--- src/design/led_dimmer_soft_ramp_gamma_core_defines.svh ---
// Assertion macros used by the dimmer core module ldsr_ctrl.
// Bodies are empty in synthesis builds; no other dependencies.
`ifndef LED_DIMMER_SOFT_RAMP_GAMMA_CORE_DEFINES_SVH
`define LED_DIMMER_SOFT_RAMP_GAMMA_CORE_DEFINES_SVH

`ifndef SYNTHESIS
`define LDSR_ASSERT(lbl, prop, msg) \
	lbl: assert property (@(posedge clk) disable iff (!arst_n) prop) else $error(msg);
`define LDSR_ASSERT_ALWAYS(lbl, prop, msg) \
	lbl: assert property (@(posedge clk) prop) else $error(msg);
`else
`define LDSR_ASSERT(lbl, prop, msg)
`define LDSR_ASSERT_ALWAYS(lbl, prop, msg)
`endif

`endif

--- src/design/ldsr_pkg.sv ---
// Types, codes and the gamma table of the LED dimmer core.
// No dependencies; imported by every module of the core.
`timescale 1ns / 1ps

package ldsr_pkg;

	typedef enum logic [2:0] {
		OP_TICK  = 3'd0,
		OP_TURN  = 3'd1,
		OP_CLICK = 3'd2,
		OP_ON    = 3'd3,
		OP_OFF   = 3'd4,
		OP_SET   = 3'd5
	} op_t;

	localparam logic [7:0] CFG_RAMP_WAIT   = 8'd0;
	localparam logic [7:0] CFG_REPORT_WAIT = 8'd1;

	localparam logic [15:0] RAMP_WAIT_RESET   = 16'd20;
	localparam logic [15:0] REPORT_WAIT_RESET = 16'd200;
	localparam logic [6:0]  SETPOINT_RESET    = 7'd100;
	localparam logic [6:0]  GAMMA_TOP         = 7'd100;

	typedef struct packed {
		logic [6:0] current;
		logic [6:0] setpoint;
		logic       lamp_on;
		logic       rep_valid;
		logic [6:0] rep_level;
	} ldsr_res_t;

	localparam logic [9:0] GAMMA_ROM [0:100] = '{
		10'd0,
		10'd2,   10'd3,   10'd4,   10'd5,   10'd6,   10'd7,   10'd8,   10'd9,   10'd10,  10'd11,
		10'd12,  10'd13,  10'd14,  10'd15,  10'd16,  10'd17,  10'd19,  10'd21,  10'd24,  10'd27,
		10'd29,  10'd32,  10'd36,  10'd39,  10'd42,  10'd46,  10'd50,  10'd54,  10'd59,  10'd63,
		10'd68,  10'd73,  10'd78,  10'd83,  10'd89,  10'd94,  10'd100, 10'd107, 10'd113, 10'd120,
		10'd127, 10'd134, 10'd141, 10'd149, 10'd157, 10'd165, 10'd173, 10'd182, 10'd190, 10'd199,
		10'd209, 10'd218, 10'd228, 10'd238, 10'd249, 10'd259, 10'd270, 10'd281, 10'd293, 10'd305,
		10'd317, 10'd329, 10'd342, 10'd354, 10'd368, 10'd381, 10'd395, 10'd409, 10'd423, 10'd438,
		10'd452, 10'd468, 10'd483, 10'd499, 10'd515, 10'd532, 10'd548, 10'd565, 10'd583, 10'd600,
		10'd618, 10'd637, 10'd655, 10'd674, 10'd694, 10'd713, 10'd733, 10'd753, 10'd774, 10'd795,
		10'd816, 10'd838, 10'd860, 10'd882, 10'd905, 10'd928, 10'd951, 10'd975, 10'd999, 10'd1023
	};

endpackage

--- src/design/ldsr_gamma.sv ---
// Gamma lookup: brightness level to 10-bit PWM duty.
// Depends on ldsr_pkg for the table.
`timescale 1ns / 1ps

module ldsr_gamma
	import ldsr_pkg::*;
(
	input  logic [6:0] level,
	output logic [9:0] duty
);

	logic [6:0] idx;

	// clamp levels above the table to its last entry
	assign idx  = (level > GAMMA_TOP) ? GAMMA_TOP : level;
	assign duty = GAMMA_ROM[idx];

endmodule

--- src/design/ldsr_ctrl.sv ---
// Dimmer state: setpoint, lamp flag, soft ramp and report limiter.
// Depends on ldsr_pkg and the assertion macro header.
`timescale 1ns / 1ps
`include "led_dimmer_soft_ramp_gamma_core_defines.svh"

module ldsr_ctrl
	import ldsr_pkg::*;
#(
	parameter int MAX_LEVEL  = 100,
	parameter int TIMER_BITS = 16
)
(
	input  logic              clk,
	input  logic              arst_n,
	input  logic              upd,
	input  op_t               op,
	input  logic signed [3:0] step,
	input  logic [7:0]        level,
	input  logic [15:0]       ramp_wait,
	input  logic [15:0]       report_wait,
	output ldsr_res_t         res
);

	localparam int CW = (TIMER_BITS > 16) ? TIMER_BITS : 16;
	localparam logic [6:0] MAX_L = 7'(MAX_LEVEL);

	logic [6:0]            current_q, setpoint_q, last_rep_q;
	logic                  lamp_on_q, by_enc_q;
	logic [TIMER_BITS-1:0] ramp_el_q, rep_el_q;

	logic [6:0]            current_n, setpoint_n, last_rep_n, goal, turn_val;
	logic                  lamp_on_n, by_enc_n, rep;
	logic [TIMER_BITS-1:0] ramp_el_n, rep_el_n, ramp_inc, rep_inc;
	logic signed [8:0]     sum;

	assign ramp_inc = (&ramp_el_q) ? ramp_el_q : ramp_el_q + 1'b1;
	assign rep_inc  = (&rep_el_q) ? rep_el_q : rep_el_q + 1'b1;
	assign goal     = lamp_on_q ? setpoint_q : 7'd0;
	assign sum      = $signed({2'b00, setpoint_q}) + $signed({{5{step[3]}}, step});

	always_comb begin
		if (sum[8]) begin
			turn_val = 7'd0;
		end else if (sum[7:0] > {1'b0, MAX_L}) begin
			turn_val = MAX_L;
		end else begin
			turn_val = sum[6:0];
		end
	end

	always_comb begin
		current_n  = current_q;
		setpoint_n = setpoint_q;
		lamp_on_n  = lamp_on_q;
		by_enc_n   = by_enc_q;
		ramp_el_n  = ramp_el_q;
		rep_el_n   = rep_el_q;
		case (op)
			OP_TICK: begin
				ramp_el_n = ramp_inc;
				rep_el_n  = rep_inc;
				if (goal != current_q && CW'(ramp_inc) > CW'(ramp_wait)) begin
					ramp_el_n = '0;
					current_n = (goal > current_q) ? current_q + 7'd1 : current_q - 7'd1;
				end
			end
			OP_TURN: begin
				if (turn_val != setpoint_q) begin
					setpoint_n = turn_val;
					by_enc_n   = 1'b1;
				end
			end
			OP_CLICK: lamp_on_n = !lamp_on_q;
			OP_ON:    lamp_on_n = 1'b1;
			OP_OFF:   lamp_on_n = 1'b0;
			OP_SET: begin
				setpoint_n = (level > {1'b0, MAX_L}) ? MAX_L : level[6:0];
				by_enc_n   = 1'b0;
			end
			default: ;
		endcase
		rep        = by_enc_n && (CW'(rep_el_n) > CW'(report_wait)) && (setpoint_n != last_rep_q);
		last_rep_n = rep ? setpoint_n : last_rep_q;
		if (rep) begin
			rep_el_n = '0;
		end
	end

	always_ff @(posedge clk or negedge arst_n) begin
		if (!arst_n) begin
			current_q  <= 7'd0;
			setpoint_q <= SETPOINT_RESET;
			last_rep_q <= SETPOINT_RESET;
			lamp_on_q  <= 1'b1;
			by_enc_q   <= 1'b0;
			ramp_el_q  <= '0;
			rep_el_q   <= '0;
		end else if (upd) begin
			current_q  <= current_n;
			setpoint_q <= setpoint_n;
			last_rep_q <= last_rep_n;
			lamp_on_q  <= lamp_on_n;
			by_enc_q   <= by_enc_n;
			ramp_el_q  <= ramp_el_n;
			rep_el_q   <= rep_el_n;
		end
	end

	assign res.current   = current_n;
	assign res.setpoint  = setpoint_n;
	assign res.lamp_on   = lamp_on_n;
	assign res.rep_valid = rep;
	assign res.rep_level = rep ? setpoint_n : 7'd0;

	`LDSR_ASSERT_ALWAYS(a_reset_dark, !arst_n |-> current_q == 7'd0, "level not dark in reset")
	`LDSR_ASSERT(a_ramp_one_step, current_q == $past(current_q) || current_q == $past(current_q) + 7'd1 || current_q == $past(current_q) - 7'd1, "level moved by more than one step")
	`LDSR_ASSERT(a_report_latch, upd && rep |=> last_rep_q == setpoint_q && rep_el_q == '0, "report did not latch setpoint")
	`LDSR_ASSERT(a_hold_idle, !upd |=> $stable(setpoint_q) && $stable(current_q), "state changed without an item")

endmodule

--- src/design/led_dimmer_soft_ramp_gamma_core.sv ---
// LED dimmer core: one result word per input word, one word per clock sustained
// while the output is not stalled. A word passes the input register and then the
// result register, which offers it as a result; the state update between them is
// combinational and is stored as the word moves into the result register. Both
// sides may stall freely. Configuration writes are taken at any time and should be
// made while no word is in flight.
// Depends on ldsr_pkg, ldsr_ctrl and ldsr_gamma.
`timescale 1ns / 1ps

module led_dimmer_soft_ramp_gamma_core
	import ldsr_pkg::*;
#(
	parameter int MAX_LEVEL  = 100,
	parameter int TIMER_BITS = 16
)
(
	input  logic        clk,
	input  logic        arst_n,
	input  logic        s_tvalid,
	output logic        s_tready,
	input  logic [15:0] s_tdata,   // step[3:0], level[11:4], zero[15:12]
	input  logic [2:0]  s_tuser,   // op[2:0]
	output logic        m_tvalid,
	input  logic        m_tready,
	output logic [31:0] m_tdata,   // duty[9:0], current_out[16:10], setpoint_out[23:17],
	                               // lamp_on_out[24], report_level[31:25]
	output logic        m_tuser,   // report_valid[0]
	input  logic        cfg_valid,
	output logic        cfg_ready,
	input  logic [7:0]  cfg_index,
	input  logic [15:0] cfg_data
);

	logic              valid_s1, valid_s2, upd, adv_s2;
	op_t               op_s1;
	logic signed [3:0] step_s1;
	logic [7:0]        level_s1;
	logic [15:0]       ramp_wait_q, report_wait_q;
	ldsr_res_t         res, res_s2;
	logic [9:0]        duty, duty_s2;

	assign adv_s2    = !valid_s2 || m_tready;
	assign upd       = valid_s1 && adv_s2;
	assign s_tready  = !valid_s1 || adv_s2;
	assign cfg_ready = 1'b1;

	always_ff @(posedge clk or negedge arst_n) begin
		if (!arst_n) begin
			ramp_wait_q   <= RAMP_WAIT_RESET;
			report_wait_q <= REPORT_WAIT_RESET;
		end else if (cfg_valid) begin
			case (cfg_index)
				CFG_RAMP_WAIT:   ramp_wait_q   <= cfg_data;
				CFG_REPORT_WAIT: report_wait_q <= cfg_data;
				default: ;
			endcase
		end
	end

	always_ff @(posedge clk or negedge arst_n) begin
		if (!arst_n) begin
			valid_s1 <= 1'b0;
			valid_s2 <= 1'b0;
		end else begin
			if (s_tready) begin
				valid_s1 <= s_tvalid;
			end
			if (adv_s2) begin
				valid_s2 <= valid_s1;
			end
		end
	end

	always_ff @(posedge clk) begin
		if (s_tready && s_tvalid) begin
			op_s1    <= op_t'(s_tuser);
			step_s1  <= s_tdata[3:0];
			level_s1 <= s_tdata[11:4];
		end
		if (upd) begin
			res_s2  <= res;
			duty_s2 <= duty;
		end
	end

	ldsr_ctrl #(
		.MAX_LEVEL  (MAX_LEVEL),
		.TIMER_BITS (TIMER_BITS)
	) u_ctrl (
		.clk         (clk),
		.arst_n      (arst_n),
		.upd         (upd),
		.op          (op_s1),
		.step        (step_s1),
		.level       (level_s1),
		.ramp_wait   (ramp_wait_q),
		.report_wait (report_wait_q),
		.res         (res)
	);

	ldsr_gamma u_gamma (
		.level (res.current),
		.duty  (duty)
	);

	assign m_tvalid = valid_s2;
	assign m_tdata  = {res_s2.rep_level, res_s2.lamp_on, res_s2.setpoint, res_s2.current, duty_s2};
	assign m_tuser  = res_s2.rep_valid;

endmodule

--- config.mk ---
export PLATFORM = sky130hd
export DESIGN_NAME = led_dimmer_soft_ramp_gamma_core
export DESIGN_NICKNAME = d
export VERILOG_FILES = /design/src/design/ldsr_pkg.sv /design/src/design/ldsr_gamma.sv /design/src/design/ldsr_ctrl.sv /design/src/design/led_dimmer_soft_ramp_gamma_core.sv
export VERILOG_INCLUDE_DIRS = /design/src /design/src/design
export SDC_FILE = /design/constraint.sdc
export NUM_CORES = 1
export LEC_CHECK = 0
export BUFFER_PORTS_ARGS = -buffer_cell sky130_fd_sc_hd__buf_4
export CORE_MARGIN = 2
export CORE_UTILIZATION = 50
export CTS_CLUSTER_SIZE = 20
export DETAILED_ROUTE_END_ITERATION = 16
export GPL_TIMING_DRIVEN = 0
export PLACE_DENSITY = 0.68
export SLEW_MARGIN = 20
export SYNTH_ARGS = -nofsm -noshare
export SYNTH_HDL_FRONTEND = slang
export SYNTH_SLANG_ARGS = --single-unit
export TNS_END_PERCENT = 100
--- constraint.sdc ---
create_clock -name clk -period 18.3 [get_ports clk]
set_input_delay 3.66 -clock clk [delete_from_list [all_inputs] [get_ports clk]]
set_output_delay 3.66 -clock clk [all_outputs]
set_load 0.01 [all_outputs]
==> results.txt <==
sequential fraction of design power: 0.337
placed wire-length estimate: 18.8 mm
worst r2r path cells: 25
min cycle time layout: 7860 ps
Avg WL per Cell: 17.8 µm
Die ar.: 0.0205 mm²
# Max-Cap Violations: 0
pwr dens: 107 mW/mm²
Worst path slowest cell: mux2i_1
Reg clk slew, reported paths: 70 ps
post-synthesis register bit count: 137
Post-synth EDFFs: 48
Via density: 5.90
via count: 8538
LEAKAGE: 4.97 nW
num ports: 84
DRT iter0 DRCs: 700
Final Max Slew Viols: 0
final wirelength: 25.7 mm
top-area cell type share of the netlist area: 0.199
Crit Path Max Fanout: 10
status: finished clean
initial core utilization: 0.514
R2R Setup Slk: 10440 ps
layout cells sized above 1: 0.157
unrepaired setup endpoints after global routing: no
worst setup path category: reg2reg
worst hold margin: 483 ps
final clock period utilization by the worst path: 0.430
Core Area: 0.0188 mm²
worst flop-to-flop path endpoint: duty_s2[1]
CP endpoint: duty_s2[1]
htree depth: 4
area taken by multi-input logic gates: 0.00550 mm²
Post-synth top flop: dfrtp_1
Int Pwr: 756 µW
Worst-Skew Late Latency: 420 ps
Root Buffer: clkbuf_16
VDD IR-drop max: 0.0000814 V
hold depth: 2
gpl congestion: 0.987
fmax: 127 MHz
Seq/Total Area, Yosys: 0.380
Warnings, synthesis: 0
Gate power share: 0.380
initial antenna violation count: 0
Syn Nets: 1193
Antenna Cells: 0
Mapped Area: 0.00969 mm²
CTS buffer count: 17
Die X: 143 µm
Worst setup EP type: flop
Slew @ Worst Pin: 1030 ps
post-CTS sizing: 0
Mapped Avg Cell Area: 9.00 µm²
Filler cells: 1703
Psw: 451 µW
Die Height: 143 µm
register area: 0.00368 mm²
synthesized instance count: 1076
Clock Skew: 10.4 ps
most frequent cells after synthesis: nand2_1 (125), nor2_1 (93), o21ai_0 (81)
CTS tree: yes
pin count of the biggest net entering global routing: 51
number of nets in the layout: 1292
Remaining Overflow, GRT: 0
switch share: 0.374
Netlist cell types: 86
CP Data Required Time: 18420 ps
top post-synthesis cells by area: dfrtp_1 (20%), edfxtp_1 (15%), ha_1 (8.7%)
Hold Crit Class: reg2reg
Fin Setup TNS: 0 ps
DRT Pass-1 Iters: 5
Reg2Reg Launch Point: u_ctrl.ramp_el_q[0]
setup bufs post-CTS: 0
All-Layer GR Usage: 0.257
Site Rows: 50
clock sinks: 137
antenna-violating nets left: 0
Worst Path Arrival: 7980 ps
IO buf count: 78
CP Launch Type: flop
CP startpoint: u_ctrl.ramp_el_q[0]
vias in the first global route: 8075
global-route wire length before repair: 41.4 mm
DR DRC count: 0
Clk pwr share: 0.284
Overall Power: 1.21 mW
most frequent cell after synthesis: nand2_1
final setup vio count: 0
Clock Path Buffers: 2
area leader, netlist: dfrtp_1
Slew HR: 0.312
Syn-to-layout area delta: 15.8%
CP max stage delay: 880 ps
hold buffer count at cts: 0
final hold violations: 0
Async SR Flop Fraction: 0.650
[kinds of logic (layout without fill, tap and decap cells)]
kind of cell | Yosys count | in the layout | share of synthesized area
AND/OR/NAND/NOR | 386 | 386 | 0.193
adder cells (fa/ha/maj) | 69 | 69 | 0.0907
XOR/XNOR | 55 | 55 | 0.0512
other | 1 | 1 | 0.000387
AO/OA/AOI/OAI | 265 | 265 | 0.184
multiplexers | 43 | 43 | 0.0491
buffers and inverters | 120 | 232 | 0.0518
flip-flops | 137 | 137 | 0.380
[layer usage]
metal	routed length [µm]	track usage	up-vias
met3	1690	0.0463	62
met5	0	0	-
met4	659	0.0849	0
met1	11600	0.358	4054
li1	-	-	4079
met2	11700	0.407	343
[layout by cell type (no fill, tap or decap), types with 9 or more instances in the layout]
| cell type | instances |
|---|---|
| mux2i_1 | 16 |
| buf_4 | 79 |
| nand4_1 | 22 |
| nand2b_1 | 21 |
| a21o_1 | 17 |
| nor3_1 | 25 |
| clkbuf_1 | 36 |
| and2_1 | 12 |
| clkbuf_16 | 17 |
| ha_1 | 67 |
| mux2_2 | 24 |
| a21oi_1 | 47 |
| inv_1 | 68 |
| nand2_1 | 125 |
| edfxtp_1 | 48 |
| o21ai_0 | 81 |
| a211oi_1 | 9 |
| nand3_1 | 30 |
| dfstp_2 | 12 |
| dfrtp_1 | 77 |
| xor2_1 | 15 |
| nor2_1 | 93 |
| nor2b_1 | 12 |
| o31ai_1 | 9 |
| a31oi_1 | 12 |
| xnor2_1 | 39 |
[power by group through the flow]
stage / clock network (mW) / registers, mW / logic [mW]
3_5_place_dp: 0 / 0.411 / 0.451
6_report: 0.342 / 0.406 / 0.458
5_1_grt: 0.362 / 0.412 / 0.510
2_1_floorplan: 0 / 0.405 / 0.336
4_1_cts: 0.346 / 0.406 / 0.454
3_3_place_gp: 0 / 0.411 / 0.444
[final cells by class]
class | instances | share of cell area
multi-input cells | 819 | 0.490
flip-flops and latches | 137 | 0.328
repair buffers | 80 | 0.0558
clock buffers | 17 | 0.0379
well taps | 260 | 0.0290
inverters | 74 | 0.0248
plain buffers | 46 | 0.0201
clock inverters | 15 | 0.0139
[sequential cells by signal, summed over array words and instances (netlist names)]
register,count
m_tuser,1
u_ctrl.by_enc_q,1
u_ctrl.ramp_el_q,16
report_wait_q,16
u_ctrl.lamp_on_q,1
u_ctrl.setpoint_q,7
duty_s2,10
op_s1,3
ramp_wait_q,16
step_s1,4
level_s1,8
m_tvalid,1
valid_s1,1
u_ctrl.last_rep_q,7
m_tdata,22
u_ctrl.current_q,7
u_ctrl.rep_el_q,16
[worst max-delay path, delay by kind of cell, from the launching register on]
kind / cells / cell delay (ps)
AND/OR/NAND/NOR: 7 / 1570
flip-flops: 1 / 450
XOR/XNOR: 1 / 170
AO/OA/AOI/OAI: 10 / 2380
adder cells (fa/ha/maj): 3 / 1050
buffers and inverters: 3 / 1060
multiplexers: 1 / 880
[metrics by stage]
step                utilization  cell area, µm²  setup WS (ps)  std cells
floorplan                     -            9690          10770       1076
global placement          0.563           10600          10540       1414
detailed placement        0.565           10600          10540       1416
CTS                       0.596           11200          10540       1448
global route              0.596           11200           9770       1448
finish                    0.596           11200          10440       1448
[worst min path at each step]
stage                               startpoint                    to  slack [ps]
after floorplan           u_ctrl.ramp_el_q[11]  u_ctrl.ramp_el_q[11]         450
after global placement    u_ctrl.ramp_el_q[11]  u_ctrl.ramp_el_q[11]         460
after detailed placement  u_ctrl.ramp_el_q[11]  u_ctrl.ramp_el_q[11]         470
after CTS                 u_ctrl.ramp_el_q[11]  u_ctrl.ramp_el_q[11]         480
after global routing      u_ctrl.ramp_el_q[11]  u_ctrl.ramp_el_q[11]         520
final                     u_ctrl.ramp_el_q[11]  u_ctrl.ramp_el_q[11]         480
(Power assumes the default switching activity.)
